--- src/sv/ctok_pkg.sv ---
// Package: token kinds, byte classes, widths and lookup functions for the C tokenizer.
package ctok_pkg;

  localparam int unsigned LengthBits = 16;
  localparam int unsigned LineBits   = 20;
  localparam int unsigned ColumnBits = 16;
  localparam int unsigned TabStop    = 8;
  localparam int unsigned TabShift   = $clog2(TabStop);

  localparam logic [LengthBits-1:0] LenMax  = '1;
  localparam logic [LineBits-1:0]   LineMax = '1;
  localparam logic [ColumnBits-1:0] ColMax  = '1;

  typedef enum logic [1:0] {
    REQ_BYTE = 2'd0,
    REQ_EOI  = 2'd1
  } req_e;

  // byte class bits
  localparam logic [6:0] ClId  = 7'h01;
  localparam logic [6:0] ClDig = 7'h02;
  localparam logic [6:0] ClHex = 7'h04;
  localparam logic [6:0] ClExp = 7'h08;
  localparam logic [6:0] ClDot = 7'h10;
  localparam logic [6:0] ClHws = 7'h20;
  localparam logic [6:0] ClVws = 7'h40;

  typedef enum logic [5:0] {
    KD_EMPTY = 6'd0, KD_SPACE = 6'd1, KD_IDENT = 6'd2, KD_INT = 6'd3, KD_FLOAT = 6'd4,
    KD_CHAR = 6'd5, KD_STR = 6'd6, KD_DOT = 6'd7, KD_DOT2 = 6'd8, KD_COMMENT = 6'd9,
    KD_NOT = 6'd10, KD_NE = 6'd11, KD_MOD = 6'd12, KD_MOD_EQ = 6'd13, KD_STAR = 6'd14,
    KD_MUL_EQ = 6'd15, KD_SHL = 6'd16, KD_SHL_EQ = 6'd17, KD_SAR = 6'd18,
    KD_SAR_EQ = 6'd19, KD_HASH = 6'd20, KD_HASH2 = 6'd21, KD_COLON = 6'd22,
    KD_COLON2 = 6'd23, KD_SET = 6'd24, KD_EQEQ = 6'd25, KD_XOR = 6'd26,
    KD_XOR_EQ = 6'd27, KD_DOT3 = 6'd28, KD_LT = 6'd29, KD_LE = 6'd30, KD_GT = 6'd31,
    KD_GE = 6'd32, KD_AMP = 6'd33, KD_LAND = 6'd34, KD_AND_EQ = 6'd35, KD_BOR = 6'd36,
    KD_LOR = 6'd37, KD_OR_EQ = 6'd38, KD_PLUS = 6'd39, KD_INC = 6'd40,
    KD_ADD_EQ = 6'd41, KD_MINUS = 6'd42, KD_DEC = 6'd43, KD_ARROW = 6'd44,
    KD_SUB_EQ = 6'd45, KD_SLASH = 6'd46, KD_DIV_EQ = 6'd47, KD_TILDE = 6'd48,
    KD_BSLASH = 6'd49, KD_SEMI = 6'd50, KD_COMMA = 6'd51, KD_LPAR = 6'd52,
    KD_RPAR = 6'd53, KD_LBRK = 6'd54, KD_RBRK = 6'd55, KD_LBRC = 6'd56,
    KD_RBRC = 6'd57, KD_QUEST = 6'd58, KD_BAD_CHAR = 6'd59, KD_BAD_STR = 6'd60,
    KD_BAD_CHR = 6'd61, KD_BAD_CMT = 6'd62, KD_UNUSED = 6'd63
  } kind_e;

  typedef struct packed {
    logic [5:0]            kind;
    logic [LengthBits-1:0] length;
    logic [LineBits-1:0]   line;
    logic [ColumnBits-1:0] column;
    logic                  last;
  } tok_t;

  function automatic logic [6:0] byte_class(input logic [7:0] c);
    logic [6:0] cl;
    cl = '0;
    if (c >= 8'd128) cl = ClId;
    else if (c >= "0" && c <= "9") cl = ClDig | ClHex;
    else if (c == "E" || c == "e") cl = ClId | ClHex | ClExp;
    else if (c == "P" || c == "p") cl = ClId | ClExp;
    else if ((c >= "A" && c <= "F") || (c >= "a" && c <= "f") || c == "x" || c == "X")
      cl = ClId | ClHex;
    else if ((c >= "A" && c <= "Z") || (c >= "a" && c <= "z") || c == "_") cl = ClId;
    else if (c == ".") cl = ClDot;
    else if (c == 8'd10) cl = ClVws;
    else if (c == 8'd9 || c == 8'd11 || c == 8'd12 || c == 8'd13 || c == 8'd32) cl = ClHws;
    return cl;
  endfunction

  function automatic kind_e start_kind(input logic [7:0] c);
    logic [6:0] cl;
    kind_e k;
    cl = byte_class(c);
    if ((cl & ClDig) != '0) k = KD_INT;
    else if ((cl & (ClHws | ClVws)) != '0) k = KD_SPACE;
    else begin
      case (c)
        "<": k = KD_LT;      ">": k = KD_GT;     "=": k = KD_SET;   "!": k = KD_NOT;
        "+": k = KD_PLUS;    "-": k = KD_MINUS;  "*": k = KD_STAR;  "%": k = KD_MOD;
        "/": k = KD_SLASH;   "&": k = KD_AMP;    "|": k = KD_BOR;   "^": k = KD_XOR;
        "~": k = KD_TILDE;   ".": k = KD_DOT;    ":": k = KD_COLON; "\\": k = KD_BSLASH;
        ";": k = KD_SEMI;    ",": k = KD_COMMA;  "(": k = KD_LPAR;  ")": k = KD_RPAR;
        "[": k = KD_LBRK;    "]": k = KD_RBRK;   "{": k = KD_LBRC;  "}": k = KD_RBRC;
        "?": k = KD_QUEST;   "\"": k = KD_STR;   "'": k = KD_CHAR;  "#": k = KD_HASH;
        default: k = ((cl & ClId) != '0) ? KD_IDENT : KD_EMPTY;
      endcase
    end
    return k;
  endfunction

endpackage

--- src/sv/ctok_stream_if.sv ---
// Interfaces: valid/ready channels for input beats, result beats and config writes.
interface ctok_in_if;
  logic       valid;
  logic       ready;
  logic       req_type;
  logic [7:0] src_byte;
  modport source (output valid, req_type, src_byte, input ready);
  modport sink (input valid, req_type, src_byte, output ready);
endinterface

interface ctok_out_if;
  logic        valid;
  logic        ready;
  logic [5:0]  tok_kind;
  logic [15:0] tok_length;
  logic [19:0] start_line;
  logic [15:0] start_column;
  logic        last_of_run;
  modport source (output valid, tok_kind, tok_length, start_line, start_column,
                  last_of_run, input ready);
  modport sink (input valid, tok_kind, tok_length, start_line, start_column,
                last_of_run, output ready);
endinterface

interface ctok_cfg_if;
  logic valid;
  logic ready;
  logic skip_blank;
  modport source (output valid, skip_blank, input ready);
  modport sink (input valid, skip_blank, output ready);
endinterface

--- src/sv/c_language_tokenizer.sv ---
// Top level: C tokenizer with input stage, lexer core and four-entry result queue.
// One input beat (a source byte or an end-of-input marker) is taken per clock
// whenever the result queue has room for the up to two results that the beat can
// cause; a beat is registered, lexed by combinational logic and its results land in
// a four-entry output queue, so sustained throughput is one beat per cycle while the
// consumer drains at least as fast as tokens appear. From input to the first result a
// beat passes the input register and the queue register. A beat that yields two results
// (a closed token plus a new one's error, or a flushed token plus the end marker)
// fills two queue entries; input stalls only while the queue, counting the results
// the lexer writes this cycle, would hold more than two. Config writes
// (skip_blank) are accepted at any time and should be made only while idle.
module c_language_tokenizer
  import ctok_pkg::*;
(
  input logic     clk_i,
  input logic     rst_ni,
  ctok_in_if.sink   in_if,
  ctok_cfg_if.sink  cfg_if,
  ctok_out_if.source out_if
);

  logic       skip_q;
  // input stage
  logic       iv_q;
  logic       ieoi_q;
  logic [7:0] ibyte_q;
  // result queue
  tok_t       q_q [4];
  logic [1:0] rd_q, wr_q;
  logic [2:0] cnt_q;

  tok_t       t0, t1;
  logic [1:0] n;
  logic       pop, take;

  // room check counts the results the lexer writes this cycle
  assign take         = in_if.valid && in_if.ready;
  assign in_if.ready  = (cnt_q + {1'b0, n}) <= 3'd2;
  assign cfg_if.ready = 1'b1;

  always_ff @(posedge clk_i or negedge rst_ni) begin
    if (!rst_ni) skip_q <= 1'b0;
    else if (cfg_if.valid) skip_q <= cfg_if.skip_blank;
  end

  always_ff @(posedge clk_i or negedge rst_ni) begin
    if (!rst_ni) iv_q <= 1'b0;
    else iv_q <= take;
  end

  always_ff @(posedge clk_i) begin
    if (take) begin
      ieoi_q  <= in_if.req_type;
      ibyte_q <= in_if.src_byte;
    end
  end

  ctok_lexer u_lexer (
    .clk_i   (clk_i),
    .rst_ni  (rst_ni),
    .step_i  (iv_q),
    .eoi_i   (ieoi_q),
    .byte_i  (ibyte_q),
    .skip_i  (skip_q),
    .tok0_o  (t0),
    .tok1_o  (t1),
    .count_o (n)
  );

  assign pop = out_if.valid && out_if.ready;

  always_ff @(posedge clk_i or negedge rst_ni) begin
    if (!rst_ni) begin
      rd_q <= '0; wr_q <= '0; cnt_q <= '0;
    end else begin
      rd_q  <= rd_q + {1'b0, pop};
      wr_q  <= wr_q + n;
      cnt_q <= cnt_q + {1'b0, n} - {2'b0, pop};
    end
  end

  always_ff @(posedge clk_i) begin
    if (n != 2'd0) q_q[wr_q] <= t0;
    if (n == 2'd2) q_q[wr_q + 2'd1] <= t1;
  end

  assign out_if.valid        = cnt_q != 3'd0;
  assign out_if.tok_kind     = q_q[rd_q].kind;
  assign out_if.tok_length   = q_q[rd_q].length;
  assign out_if.start_line   = q_q[rd_q].line;
  assign out_if.start_column = q_q[rd_q].column;
  assign out_if.last_of_run  = q_q[rd_q].last;

  a_no_overflow: assert property (@(posedge clk_i) disable iff (!rst_ni)
    cnt_q <= 3'd4) else $error("result queue overflow");
  a_room: assert property (@(posedge clk_i) disable iff (!rst_ni)
    iv_q |-> cnt_q <= 3'd2) else $error("no room for lexer results");
  a_step: assert property (@(posedge clk_i) disable iff (!rst_ni)
    take |=> iv_q) else $error("accepted beat lost");

endmodule

--- src/sv/ctok_lexer.sv ---
// Lexer core: per-byte token state update producing up to two result beats.
module ctok_lexer
  import ctok_pkg::*;
(
  input  logic       clk_i,
  input  logic       rst_ni,
  input  logic       step_i,
  input  logic       eoi_i,
  input  logic [7:0] byte_i,
  input  logic       skip_i,
  output tok_t       tok0_o,
  output tok_t       tok1_o,
  output logic [1:0] count_o
);

  kind_e                 kind_q, kind_d;
  logic [LengthBits-1:0] len_q, len_d;
  logic [LineBits-1:0]   oline_q, oline_d, line_q, line_d;
  logic [ColumnBits-1:0] ocol_q, ocol_d, col_q, col_d;
  logic                  esc_q, esc_d, lcmt_q, lcmt_d, halt_q, halt_d;
  logic [7:0]            prev_q, prev_d;

  logic [6:0] cl;
  kind_e      ext_kind, new_kind;
  logic [1:0] act; // 0 close without byte, 1 absorb, 2 absorb and close
  logic       ext_lcmt, ext_esc;
  logic [ColumnBits:0] tab_col;

  tok_t       res [2];
  logic [1:0] n;

  always_comb begin
    cl       = byte_class(byte_i);
    ext_kind = kind_q;
    ext_lcmt = lcmt_q;
    ext_esc  = esc_q;
    act      = 2'd0;
    case (kind_q)
      KD_SPACE: act = ((cl & (ClHws | ClVws)) != '0) ? 2'd1 : 2'd0;
      KD_IDENT: act = ((cl & (ClId | ClDig)) != '0) ? 2'd1 : 2'd0;
      KD_INT: begin
        if ((cl & ClDot) != '0) begin
          ext_kind = KD_FLOAT;
          act = 2'd1;
        end else act = ((cl & (ClDig | ClHex)) != '0) ? 2'd1 : 2'd0;
      end
      KD_FLOAT: begin
        if ((cl & (ClDig | ClExp)) != '0) act = 2'd1;
        else if ((byte_i == "+" || byte_i == "-") && (byte_class(prev_q) & ClExp) != '0)
          act = 2'd1;
      end
      KD_CHAR, KD_STR: begin
        if (esc_q) begin
          ext_esc = 1'b0;
          act = 2'd1;
        end else if (byte_i == "\\") begin
          ext_esc = 1'b1;
          act = 2'd1;
        end else if (byte_i != ((kind_q == KD_CHAR) ? 8'h27 : 8'h22)) act = 2'd1;
        else act = 2'd2;
      end
      KD_DOT: begin
        if ((cl & ClDig) != '0) begin
          ext_kind = KD_FLOAT;
          act = 2'd1;
        end else if ((cl & ClDot) != '0) begin
          ext_kind = KD_DOT2;
          act = 2'd1;
        end
      end
      KD_COMMENT: begin
        if (lcmt_q) act = ((cl & ClVws) != '0) ? 2'd2 : 2'd1;
        else act = (prev_q == "*" && byte_i == "/") ? 2'd2 : 2'd1;
      end
      KD_NOT:   if (byte_i == "=") begin ext_kind = KD_NE;     act = 2'd1; end
      KD_MOD:   if (byte_i == "=") begin ext_kind = KD_MOD_EQ; act = 2'd1; end
      KD_STAR:  if (byte_i == "=") begin ext_kind = KD_MUL_EQ; act = 2'd1; end
      KD_SHL:   if (byte_i == "=") begin ext_kind = KD_SHL_EQ; act = 2'd1; end
      KD_SAR:   if (byte_i == "=") begin ext_kind = KD_SAR_EQ; act = 2'd1; end
      KD_HASH:  if (byte_i == "#") begin ext_kind = KD_HASH2;  act = 2'd1; end
      KD_COLON: if (byte_i == ":") begin ext_kind = KD_COLON2; act = 2'd1; end
      KD_SET:   if (byte_i == "=") begin ext_kind = KD_EQEQ;   act = 2'd1; end
      KD_XOR:   if (byte_i == "=") begin ext_kind = KD_XOR_EQ; act = 2'd1; end
      KD_DOT2:  if (byte_i == ".") begin ext_kind = KD_DOT3;   act = 2'd1; end
      KD_LT: begin
        if (byte_i == "<") begin ext_kind = KD_SHL; act = 2'd1; end
        else if (byte_i == "=") begin ext_kind = KD_LE; act = 2'd1; end
      end
      KD_GT: begin
        if (byte_i == ">") begin ext_kind = KD_SAR; act = 2'd1; end
        else if (byte_i == "=") begin ext_kind = KD_GE; act = 2'd1; end
      end
      KD_AMP: begin
        if (byte_i == "&") begin ext_kind = KD_LAND; act = 2'd1; end
        else if (byte_i == "=") begin ext_kind = KD_AND_EQ; act = 2'd1; end
      end
      KD_BOR: begin
        if (byte_i == "|") begin ext_kind = KD_LOR; act = 2'd1; end
        else if (byte_i == "=") begin ext_kind = KD_OR_EQ; act = 2'd1; end
      end
      KD_PLUS: begin
        if (byte_i == "+") begin ext_kind = KD_INC; act = 2'd1; end
        else if (byte_i == "=") begin ext_kind = KD_ADD_EQ; act = 2'd1; end
      end
      KD_MINUS: begin
        if (byte_i == "-") begin ext_kind = KD_DEC; act = 2'd1; end
        else if (byte_i == ">") begin ext_kind = KD_ARROW; act = 2'd1; end
        else if (byte_i == "=") begin ext_kind = KD_SUB_EQ; act = 2'd1; end
      end
      KD_SLASH: begin
        if (byte_i == "/" || byte_i == "*") begin
          ext_kind = KD_COMMENT;
          ext_lcmt = (byte_i == "/");
          act = 2'd1;
        end else if (byte_i == "=") begin
          ext_kind = KD_DIV_EQ;
          act = 2'd1;
        end
      end
      default: act = 2'd0;
    endcase
  end

  // next column after a tab: round down to a stop, then one stop further
  assign tab_col = {1'b0, (((col_q - 1'b1) >> TabShift) << TabShift)} + (ColumnBits + 1)'(1)
                   + (ColumnBits + 1)'(TabStop);

  always_comb begin
    logic                  open_now, take_now, suppress;
    logic [LengthBits-1:0] len_base;
    tok_t                  t;
    kind_d = kind_q; len_d = len_q; oline_d = oline_q; ocol_d = ocol_q;
    line_d = line_q; col_d = col_q; esc_d = esc_q; lcmt_d = lcmt_q;
    halt_d = halt_q; prev_d = prev_q;
    new_kind = start_kind(byte_i);
    res[0] = '0; res[1] = '0; n = 2'd0;
    open_now = 1'b0; take_now = 1'b0; len_base = len_q;
    t = '0;
    suppress = 1'b0;
    if (step_i && eoi_i) begin
      if (kind_q != KD_EMPTY) begin
        t.kind = kind_q;
        if (kind_q == KD_STR) t.kind = KD_BAD_STR;
        else if (kind_q == KD_CHAR) t.kind = KD_BAD_CHR;
        else if (kind_q == KD_COMMENT && !lcmt_q) t.kind = KD_BAD_CMT;
        t.length = len_q; t.line = oline_q; t.column = ocol_q;
        // an unterminated block comment is an error and always shows
        suppress = skip_i && (t.kind == KD_COMMENT || t.kind == KD_SPACE);
        if (!suppress) begin res[0] = t; n = 2'd1; end
      end
      t = '0; t.line = line_q; t.column = col_q;
      res[n[0]] = t; n = n + 2'd1;
      kind_d = KD_EMPTY; len_d = '0; oline_d = LineBits'(1); ocol_d = ColumnBits'(1);
      line_d = LineBits'(1); col_d = ColumnBits'(1); esc_d = 1'b0; prev_d = '0;
      lcmt_d = 1'b0; halt_d = 1'b0;
    end else if (step_i && !halt_q) begin
      if (kind_q == KD_EMPTY) open_now = 1'b1;
      else if (act == 2'd0) begin
        t.kind = kind_q; t.length = len_q; t.line = oline_q; t.column = ocol_q;
        suppress = skip_i && (kind_q == KD_COMMENT || kind_q == KD_SPACE);
        if (!suppress) begin res[0] = t; n = 2'd1; end
        open_now = 1'b1;
      end else begin
        take_now = 1'b1;
        kind_d = ext_kind; esc_d = ext_esc; lcmt_d = ext_lcmt;
        if (act == 2'd2) begin
          t.kind = ext_kind;
          t.length = (len_q != LenMax) ? len_q + 1'b1 : len_q;
          t.line = oline_q; t.column = ocol_q;
          suppress = skip_i && ext_kind == KD_COMMENT;
          if (!suppress) begin res[0] = t; n = 2'd1; end
          kind_d = KD_EMPTY;
        end
      end
      if (open_now) begin
        oline_d = line_q; ocol_d = col_q; esc_d = 1'b0; lcmt_d = 1'b0;
        len_base = '0;
        if (new_kind == KD_EMPTY) begin
          t = '0; t.kind = KD_BAD_CHAR; t.line = line_q; t.column = col_q;
          res[n[0]] = t; n = n + 2'd1;
          kind_d = KD_EMPTY; halt_d = 1'b1; len_d = '0;
        end else begin
          kind_d = new_kind; take_now = 1'b1;
        end
      end
      if (take_now) begin
        len_d = (len_base != LenMax) ? len_base + 1'b1 : len_base;
        prev_d = byte_i;
        if (byte_i == 8'd10) begin
          line_d = (line_q != LineMax) ? line_q + 1'b1 : line_q;
          col_d = ColumnBits'(1);
        end else if (byte_i == 8'd9) begin
          col_d = tab_col[ColumnBits] ? ColMax : tab_col[ColumnBits-1:0];
        end else if (col_q != ColMax) col_d = col_q + 1'b1;
      end
    end
    if (n == 2'd2) res[1].last = 1'b1;
    else if (n == 2'd1) res[0].last = 1'b1;
  end

  always_ff @(posedge clk_i or negedge rst_ni) begin
    if (!rst_ni) begin
      kind_q <= KD_EMPTY; len_q <= '0; oline_q <= LineBits'(1); ocol_q <= ColumnBits'(1);
      line_q <= LineBits'(1); col_q <= ColumnBits'(1); esc_q <= 1'b0; prev_q <= '0;
      lcmt_q <= 1'b0; halt_q <= 1'b0;
    end else begin
      kind_q <= kind_d; len_q <= len_d; oline_q <= oline_d; ocol_q <= ocol_d;
      line_q <= line_d; col_q <= col_d; esc_q <= esc_d; prev_q <= prev_d;
      lcmt_q <= lcmt_d; halt_q <= halt_d;
    end
  end

  assign tok0_o  = res[0];
  assign tok1_o  = res[1];
  assign count_o = n;

  a_halt_quiet: assert property (@(posedge clk_i) disable iff (!rst_ni)
    halt_q && step_i && !eoi_i |-> count_o == 2'd0) else $error("output while halted");
  a_eoi_clears: assert property (@(posedge clk_i) disable iff (!rst_ni)
    step_i && eoi_i |=> kind_q == KD_EMPTY && !halt_q) else $error("eoi did not clear");
  a_halt_empty: assert property (@(posedge clk_i) disable iff (!rst_ni)
    halt_q |-> kind_q == KD_EMPTY) else $error("open token while halted");

endmodule
--- src/flat_wrapper.sv ---
// flat-port wrapper written by rule: the top's interface ports become plain ports
module c_language_tokenizer_flat import ctok_pkg::*;
  (clk_i, rst_ni, in_if_valid, in_if_req_type, in_if_src_byte, in_if_ready, cfg_if_valid, cfg_if_skip_blank, cfg_if_ready, out_if_valid, out_if_tok_kind, out_if_tok_length, out_if_start_line, out_if_start_column, out_if_last_of_run, out_if_ready);
  ctok_in_if in_if_i ();
  ctok_cfg_if cfg_if_i ();
  ctok_out_if out_if_i ();
  input logic clk_i;
  input logic rst_ni;
  input wire logic [$bits(in_if_i.valid)-1:0] in_if_valid;
  input wire logic [$bits(in_if_i.req_type)-1:0] in_if_req_type;
  input wire logic [$bits(in_if_i.src_byte)-1:0] in_if_src_byte;
  output wire logic [$bits(in_if_i.ready)-1:0] in_if_ready;
  input wire logic [$bits(cfg_if_i.valid)-1:0] cfg_if_valid;
  input wire logic [$bits(cfg_if_i.skip_blank)-1:0] cfg_if_skip_blank;
  output wire logic [$bits(cfg_if_i.ready)-1:0] cfg_if_ready;
  output wire logic [$bits(out_if_i.valid)-1:0] out_if_valid;
  output wire logic [$bits(out_if_i.tok_kind)-1:0] out_if_tok_kind;
  output wire logic [$bits(out_if_i.tok_length)-1:0] out_if_tok_length;
  output wire logic [$bits(out_if_i.start_line)-1:0] out_if_start_line;
  output wire logic [$bits(out_if_i.start_column)-1:0] out_if_start_column;
  output wire logic [$bits(out_if_i.last_of_run)-1:0] out_if_last_of_run;
  input wire logic [$bits(out_if_i.ready)-1:0] out_if_ready;
  assign in_if_i.valid = in_if_valid;
  assign in_if_i.req_type = in_if_req_type;
  assign in_if_i.src_byte = in_if_src_byte;
  assign in_if_ready = in_if_i.ready;
  assign cfg_if_i.valid = cfg_if_valid;
  assign cfg_if_i.skip_blank = cfg_if_skip_blank;
  assign cfg_if_ready = cfg_if_i.ready;
  assign out_if_valid = out_if_i.valid;
  assign out_if_tok_kind = out_if_i.tok_kind;
  assign out_if_tok_length = out_if_i.tok_length;
  assign out_if_start_line = out_if_i.start_line;
  assign out_if_start_column = out_if_i.start_column;
  assign out_if_last_of_run = out_if_i.last_of_run;
  assign out_if_i.ready = out_if_ready;
  c_language_tokenizer u_core (.clk_i(clk_i), .rst_ni(rst_ni), .in_if(in_if_i), .cfg_if(cfg_if_i), .out_if(out_if_i));
endmodule
--- config.mk ---
export PLATFORM = sky130hd
export DESIGN_NAME = c_language_tokenizer_flat
export DESIGN_NICKNAME = d
export VERILOG_FILES = /design/src/sv/ctok_pkg.sv /design/src/sv/ctok_stream_if.sv /design/src/sv/c_language_tokenizer.sv /design/src/sv/ctok_lexer.sv /design/src/flat_wrapper.sv
export SDC_FILE = /design/constraint.sdc
export NUM_CORES = 1
export LEC_CHECK = 0
export BUFFER_PORTS_ARGS = -buffer_cell sky130_fd_sc_hd__buf_2
export CAP_MARGIN = 5
export CELL_PAD_IN_SITES_DETAIL_PLACEMENT = 1
export CELL_PAD_IN_SITES_GLOBAL_PLACEMENT = 2
export CORE_MARGIN = 5
export CORE_UTILIZATION = 39
export DETAILED_ROUTE_END_ITERATION = 10
export PLACE_DENSITY_LB_ADDON = 0.12
export SYNTH_ARGS = -nofsm -noshare
export SYNTH_HDL_FRONTEND = slang
export SYNTH_HIERARCHICAL = 1
export SYNTH_SLANG_ARGS = --single-unit
export TNS_END_PERCENT = 20
--- constraint.sdc ---
create_clock -name clk_i -period 8.95 [get_ports clk_i]
set_input_delay 1.79 -clock clk_i [delete_from_list [all_inputs] [get_ports clk_i]]
set_output_delay 1.79 -clock clk_i [all_outputs]
set_load 0.01 [all_outputs]
# --- Word-level counts from Yosys, hierarchy flattened ---
# Memories as Yosys holds them, arrays and structs flattened.
# Cells that the tools add are included.
op_classes:
  addsub: 14
  magnitude_cmp: 23
  eq_ne: 89
  mux: 192
  bitwise: 2
  n_reduce_logical: 79
ops:
  columns: ["op", "count"]
  rows:
  - ["59-bit two-way mux", 12]
  - ["118-bit two-way mux", 4]
  - ["16-bit two-way mux", 20]
  - ["6-bit two-way mux", 43]
  - ["118-bit bitwise mux", 2]
  - ["8-bit by 6-bit == test with 1-bit output (second input constant)", 23]
  - ["8-bit by 7-bit == test with 1-bit output (second input constant)", 22]
  - ["6-bit one-hot mux with 28 select lines", 1]
  - ["20-bit two-way mux", 8]
  - ["59-bit demux with 1-bit select", 2]
  - ["6-bit one-hot mux with 19 select lines", 1]
  - ["8-bit by 7-bit less-or-equal comparator with 1-bit output (second input constant)", 8]
  - ["7-bit two-way mux", 8]
  - ["1-bit two-way mux", 53]
  - ["16-bit by 1-bit adder with 16-bit output (second input constant)", 3]
  - ["6-bit by 5-bit == test with 1-bit output (second input constant)", 8]
  - ["8-bit by 4-bit == test with 1-bit output (second input constant)", 6]
  - ["16-bit inequality test (second input constant)", 3]
  - ["2-bit two-way mux", 23]
  - ["6-bit by 4-bit == test with 1-bit output (second input constant)", 7]
  - ["4-bit two-way mux", 10]
  - ["2-bit one-hot mux with 18 select lines", 1]
  - ["8-bit by 7-bit >= comparator with 1-bit output (second input constant)", 4]
  - ["6-bit == test (second input constant)", 5]
  - ["42 further kinds", 122]
word_totals:
  regBits: 123
  mem_bits_rw: 236
  in_bits: 15
  output_inout_bits: 62
  word_cells: 417
  mem_count: 1
memory_table:
  columns: ["memory", "depth", "width", "rd", "rd_clocked_by_memory_dff", "write_ports", "line_no", "rtl"]
  rows:
  - ["u_core.q_q", 4, 59, 1, 0, 2, "c_language_tokenizer.sv:28", "tok_t q_q [4];"]

# --- Longest topological paths before layout ---
depth:
  word_depth: 39
  depth_mapped: 21
  mapped_depth_nobuf: 16

# --- Hierarchy ---
# The synthesis kept the hierarchy.
modules_own_cells:
  columns: ["mod", "n_inst", "cells_each", "area_each_um2", "seq_area_each_um2"]
  rows:
  - ["c_language_tokenizer", 1, 629, 12182.9, 7582.3]
  - ["ctok_lexer", 1, 1330, 10226.1, 2632.5]

# --- Worst setup path after synthesis ---
# Ideal clock, no wire load.
synth_timing:
  path_type: "register to register"
  startpoint: "register u_core.ibyte_q[2]"
  endpoint: "memory u_core/q_q[0][0] (netlist name) (enable)"
  setup_ns: 0.563
  arrival_ns: 8.064
  required_ns: 8.387
  slack_ns: 0.323
  path_stages_with_launch: 17
  path_buffers: 3
  synth_period_minus_slack_ns: 8.627
  cell_sequence: "edfxtp_1 > buf_2 > or3_1 > and4_1 > o211a_1 > a2111oi_0 > nand4_1 > nor3_4 > o21ai_1 > nor2_2 > buf_2 > ha_1 > and3_1 > or2_2 > buf_2 > nor2_1 > o31ai_1"
synth_rtl:
  columns: ["element", "line_no", "rtl"]
  rows:
  - ["start: declaration", "c_language_tokenizer.sv:26", "logic [7:0] ibyte_q;"]
  - ["start signal: assignment", "c_language_tokenizer.sv:54", "ibyte_q <= in_if.src_byte;"]
  - ["end: declaration", "c_language_tokenizer.sv:28", null]

# --- Worst setup path after layout ---
layout_timing:
  startpoint: "register u_core.ibyte_q[2]"
  endpoint: "output port in_if_ready"
layout_via:
  elab_chain_len: 30
  elab_cells_between_ends: 165
  classes_between: "add/sub (2); order compare (10); eq/ne (44); mux (82); reduce/logical (27)"
layout_lines:
  columns: ["element", "line_no", "rtl"]
  rows:
  - ["parallel branches: the longest is 25 deep, another holds 8-bit by 7-bit >= comparator with 1-bit output", null, null]
  - ["2-bit two-way mux *", "ctok_lexer.sv:175", "if (open_now) begin"]
  - ["2-bit two-way mux *", "ctok_lexer.sv:156", "end else if (step_i && !halt_q) begin"]
  - ["2-bit two-way mux *", "ctok_lexer.sv:140", "if (step_i && eoi_i) begin"]
  - ["net u_core.n[1]", "c_language_tokenizer.sv:33", "logic [1:0] n;"]
  - ["3-bit by 2-bit adder with 3-bit output *", "c_language_tokenizer.sv:38", "assign in_if.ready = (cnt_q + {1'b0, n}) <= 3'd2;"]
  - ["3-bit by 2-bit less-or-equal comparator with 1-bit output *", "c_language_tokenizer.sv:38", null]
  - ["end: declaration", "flat_wrapper.sv:12", "output wire logic [$bits(in_if_i.ready)-1:0] in_if_ready;"]
# Mark *: on every way through the listed nets, which the timed path passes. The select of a mux whose other input is x is not followed.

==> out/results.txt <==
Seq/Total Area, Yosys = 45.58%
PwrDens = 287.3 mW/mm2
Final Cycle Share = 94.95%
leading cell types by total area after synthesis = edfxtp_1 33%, dfrtp_1 12%, mux2_2 11%
Top Ports = 77
die height = 249.7 um
P_leak = 0.009066 uW
Slew @ Worst Pin = 1.239 ns
CTS tree = yes
area leader, netlist = edfxtp_1
R2R Setup Slk = 1.76 ns
XOR/XNOR Fraction of Synth Area = 1.954%
post-synthesis mux area share = 19.29%
Max Freq = 0.1177 GHz
r2r startpoint = u_core/ibyte_q[2]
Hold-fix buffers, CTS = 0
DRC viols = 0
Initial Util = 39.59%
crit path from = u_core/ibyte_q[2]
DRT antenna net count = 0
CTS H-Tree Depth = 2
Final Non-Filler Cells = 2740
Seq cells post-synth = 359
Synth Cell Area = 0.02241 mm2
syn_area_per_cell = 11.44 um2
first-pass GRT wire length = 114400 um
Worst setup EP type = output pin
Placed Instances = 2658
TNS Setup = 0 ns
largest net degree at the start of global routing = 67
sw power = 2879 uW
Gate power share = 39.7%
Row Count = 87
Switching Fraction = 40.59%
total wire length = 73970 um
ys async rst share = 31.75%
PortBufs = 75
Final Skew = 0.02535 ns
compound-gate portion of the synthesized area = 15.09%
GRT Overall Usage = 23.15%
DP Wirelength = 47180 um
share of cells above drive strength 1 = 25.86%
Max clock buf depth = 3
post-CTS setup buffers = 0
cells after synthesis = 1959
status = complete, no violations
reg2reg end = u_core/q_q[2][14]
synth cell count leaders = 245 x edfxtp_1, 222 x mux2_2, 125 x nor2_1
sequential fraction of design power = 35.8%
Yosys top cell area share = 32.83%
Setup Viol. Count Final = 0
Final Max Slew Viols = 0
cell-by-cell listing of the critical path = o21ai_0 -> and2_1 -> a31o_1 -> o31a_1 -> or4_1 -> nor3_4 -> o21ai_1 -> nor2_4 -> ha_1 -> and3_1 -> or2_2 -> inv_1 -> fa_1 -> xnor2_1 -> a21oi_1 -> buf_2
Slew HR = 16.37%
maximum capacitance violations = 0
CTS Root Cell = clkbuf_16
Int Pwr = 4213 uW
count leader, synth = edfxtp_1
CP startpoint kind = flip-flop
class of the worst hold path = reg -> reg
WP data arrival = 6.71 ns
die width = 249.7 um
clock network power share = 24.5%
Clock transition at path regs = 0.05 ns
main combinational cell family by area after synthesis = multiplexers
minimum clock period = 8.498 ns
vias in the first global route = 17990
Post-synth EDFFs = 245
Core ar. = 0.05660 mm2
HP Start = u_core/u_lexer/ocol_q[0]
RSZ-0062 raised after global routing = no
Yosys warning count = 6
diode count = 0
synth unique cells = 97
GRT Residual Overflow = 0
post-CTS sizing = 0
number of buffers created by CTS = 45
Worst path slowest cell = edfxtp_1
Starting DRT DRC Count = 1212
Die ar. = 0.06235 mm2
CTS Sinks = 359
routed length per instance = 27.00 um
Post-Synth Simple-Gate Area = 12.21%
crit path max fanout = 31
Vias/cell = 6.204
via count = 17000
number of nets in the final layout = 1977
R2R cell count = 14
antenna violations before repair = 3
Main synth FF type = edfxtp_1
CP Capture Point = in_if_ready
area delta synth->final = 10.15%
CP max stage delay = 1.05 ns
critical path type = reg -> out
Adder-Cell Fraction of Synth Area = 0.7594%
RePlAce Congestion = 0.8904
Worst-Skew Late Latency = 0.59 ns
Pre-Repair DR Iteration Count = 7
peak supply drop = 0.1803 mV
Fin. Hold Viols = 0
Critical Path RT = 7.16 ns
kinds of logic (layout without fill, tap and decap cells):
| group | after synthesis | count (layout) |
|---|---|---|
| XOR/XNOR | 50 | 50 |
| buffers and inverters | 237 | 246 |
| AO/OA/AOI/OAI | 472 | 472 |
| AND/OR/NAND/NOR | 502 | 502 |
| flip-flops | 359 | 359 |
| other | 2 | 18 |
| adder cells (fa/ha/maj) | 13 | 13 |
| multiplexers | 324 | 324 |
routing by layer:
layer / GRT usage [%] / vias up / routed length, um
li1: - / 7587 / -
met1: 33.27 / 8903 / 34520
met2: 38.05 / 420 / 34860
met3: 2.624 / 88 / 3335
met4: 5.017 / 0 / 1249
met5: 0 / - / 0
placed cells by master, fill, tap and decap left out, types with 10 or more instances in the layout:
cell type  instances
o211ai_1          11
o22ai_1           14
a311o_1           20
buf_2             74
and2_1            17
buf_4             47
mux2_1            10
clkbuf_1          18
mux2_4            10
mux2i_1           23
edfxtp_1         245
and3_1            24
nor4_1            17
o2111a_1          18
mux2_2           222
xor2_1            18
a31oi_1           28
xnor2_1           32
nand2b_1          16
clkinv_1          10
or3_1             13
dfrtp_1          108
nand4_1           30
a22o_1            64
nor2_1           122
nand2_1           88
o21ai_0           86
o31ai_1           18
conb_1            18
inv_1             40
a21boi_0          15
nand3_1           52
nor3_1            36
clkbuf_16         45
a21oi_1           83
mux4_2            59
ha_1              12
and4_1            13
worst max-delay path: cells and delay by family (launching register included):
kind	cells	cell delay, ns
AO/OA/AOI/OAI	5	1.03
XOR/XNOR	1	0.32
adder cells (fa/ha/maj)	2	0.66
buffers and inverters	2	0.24
flip-flops	1	1.05
AND/OR/NAND/NOR	6	2.80
flip-flops by register name (all words and copies together), names as in the netlist:
register	count
u_core/q_q	236
u_core/skip_q	1
u_core/ieoi_q	1
u_core/iv_q	1
u_core/u_lexer/col_q	16
u_core/u_lexer/kind_q	6
u_core/u_lexer/lcmt_q	1
u_core/cnt_q	3
u_core/u_lexer/ocol_q	16
u_core/u_lexer/halt_q	1
u_core/u_lexer/esc_q	1
u_core/u_lexer/len_q	16
u_core/wr_q	2
u_core/u_lexer/oline_q	20
u_core/u_lexer/prev_q	8
u_core/rd_q	2
u_core/u_lexer/line_q	20
u_core/ibyte_q	8
how the worst min path moves through the flow:
stage	slack (ns)	endpoint	cells past startpoint
2_1_floorplan	0.46	u_core/u_lexer/ocol_q[0]	2
3_3_place_gp	0.47	u_core/u_lexer/ocol_q[0]	2
3_5_place_dp	0.48	u_core/u_lexer/ocol_q[0]	2
4_1_cts	0.49	u_core/u_lexer/ocol_q[0]	2
5_1_grt	0.52	u_core/u_lexer/oline_q[0]	2
6_report	0.49	u_core/u_lexer/ocol_q[0]	2
stage by stage:
stage / hold WS (ns) / instance area [um2] / power (uW) / worst slack (ns) / utilization (%)
floorplan: 0.4643 / 22470 / 4341 / 0.3230 / -
detailed placement: 0.4797 / 23300 / 5394 / 0.7955 / 41.17
finish: 0.4898 / 24680 / 7092 / 0.4520 / 43.61
CTS: 0.4877 / 24680 / 7157 / 0.1379 / 43.60
global placement: 0.4743 / 23300 / 5338 / 0.9742 / 41.17
global route: 0.5241 / 24680 / 7472 / 0.04308 / 43.61
area by class of cell:
class | count | area, um2
sequential | 359 | 10220
clock inverter | 18 | 166.4
fill | 5992 | 31920
tap | 756 | 945.9
inverter | 40 | 150.1
clock buffer | 64 | 1207
multi-input combinational | 1379 | 11210
timing repair buffer | 124 | 783.3
power groups by stage:
stage / clock, uW / combinational [uW] / sequential [uW]
after global routing: 1860 / 3030 / 2590
final: 1740 / 2820 / 2540
after global placement: 0 / 2790 / 2550
after CTS: 1780 / 2830 / 2540
after floorplan: 0 / 2030 / 2310
after detailed placement: 0 / 2820 / 2570
(Power assumes the default switching activity.)
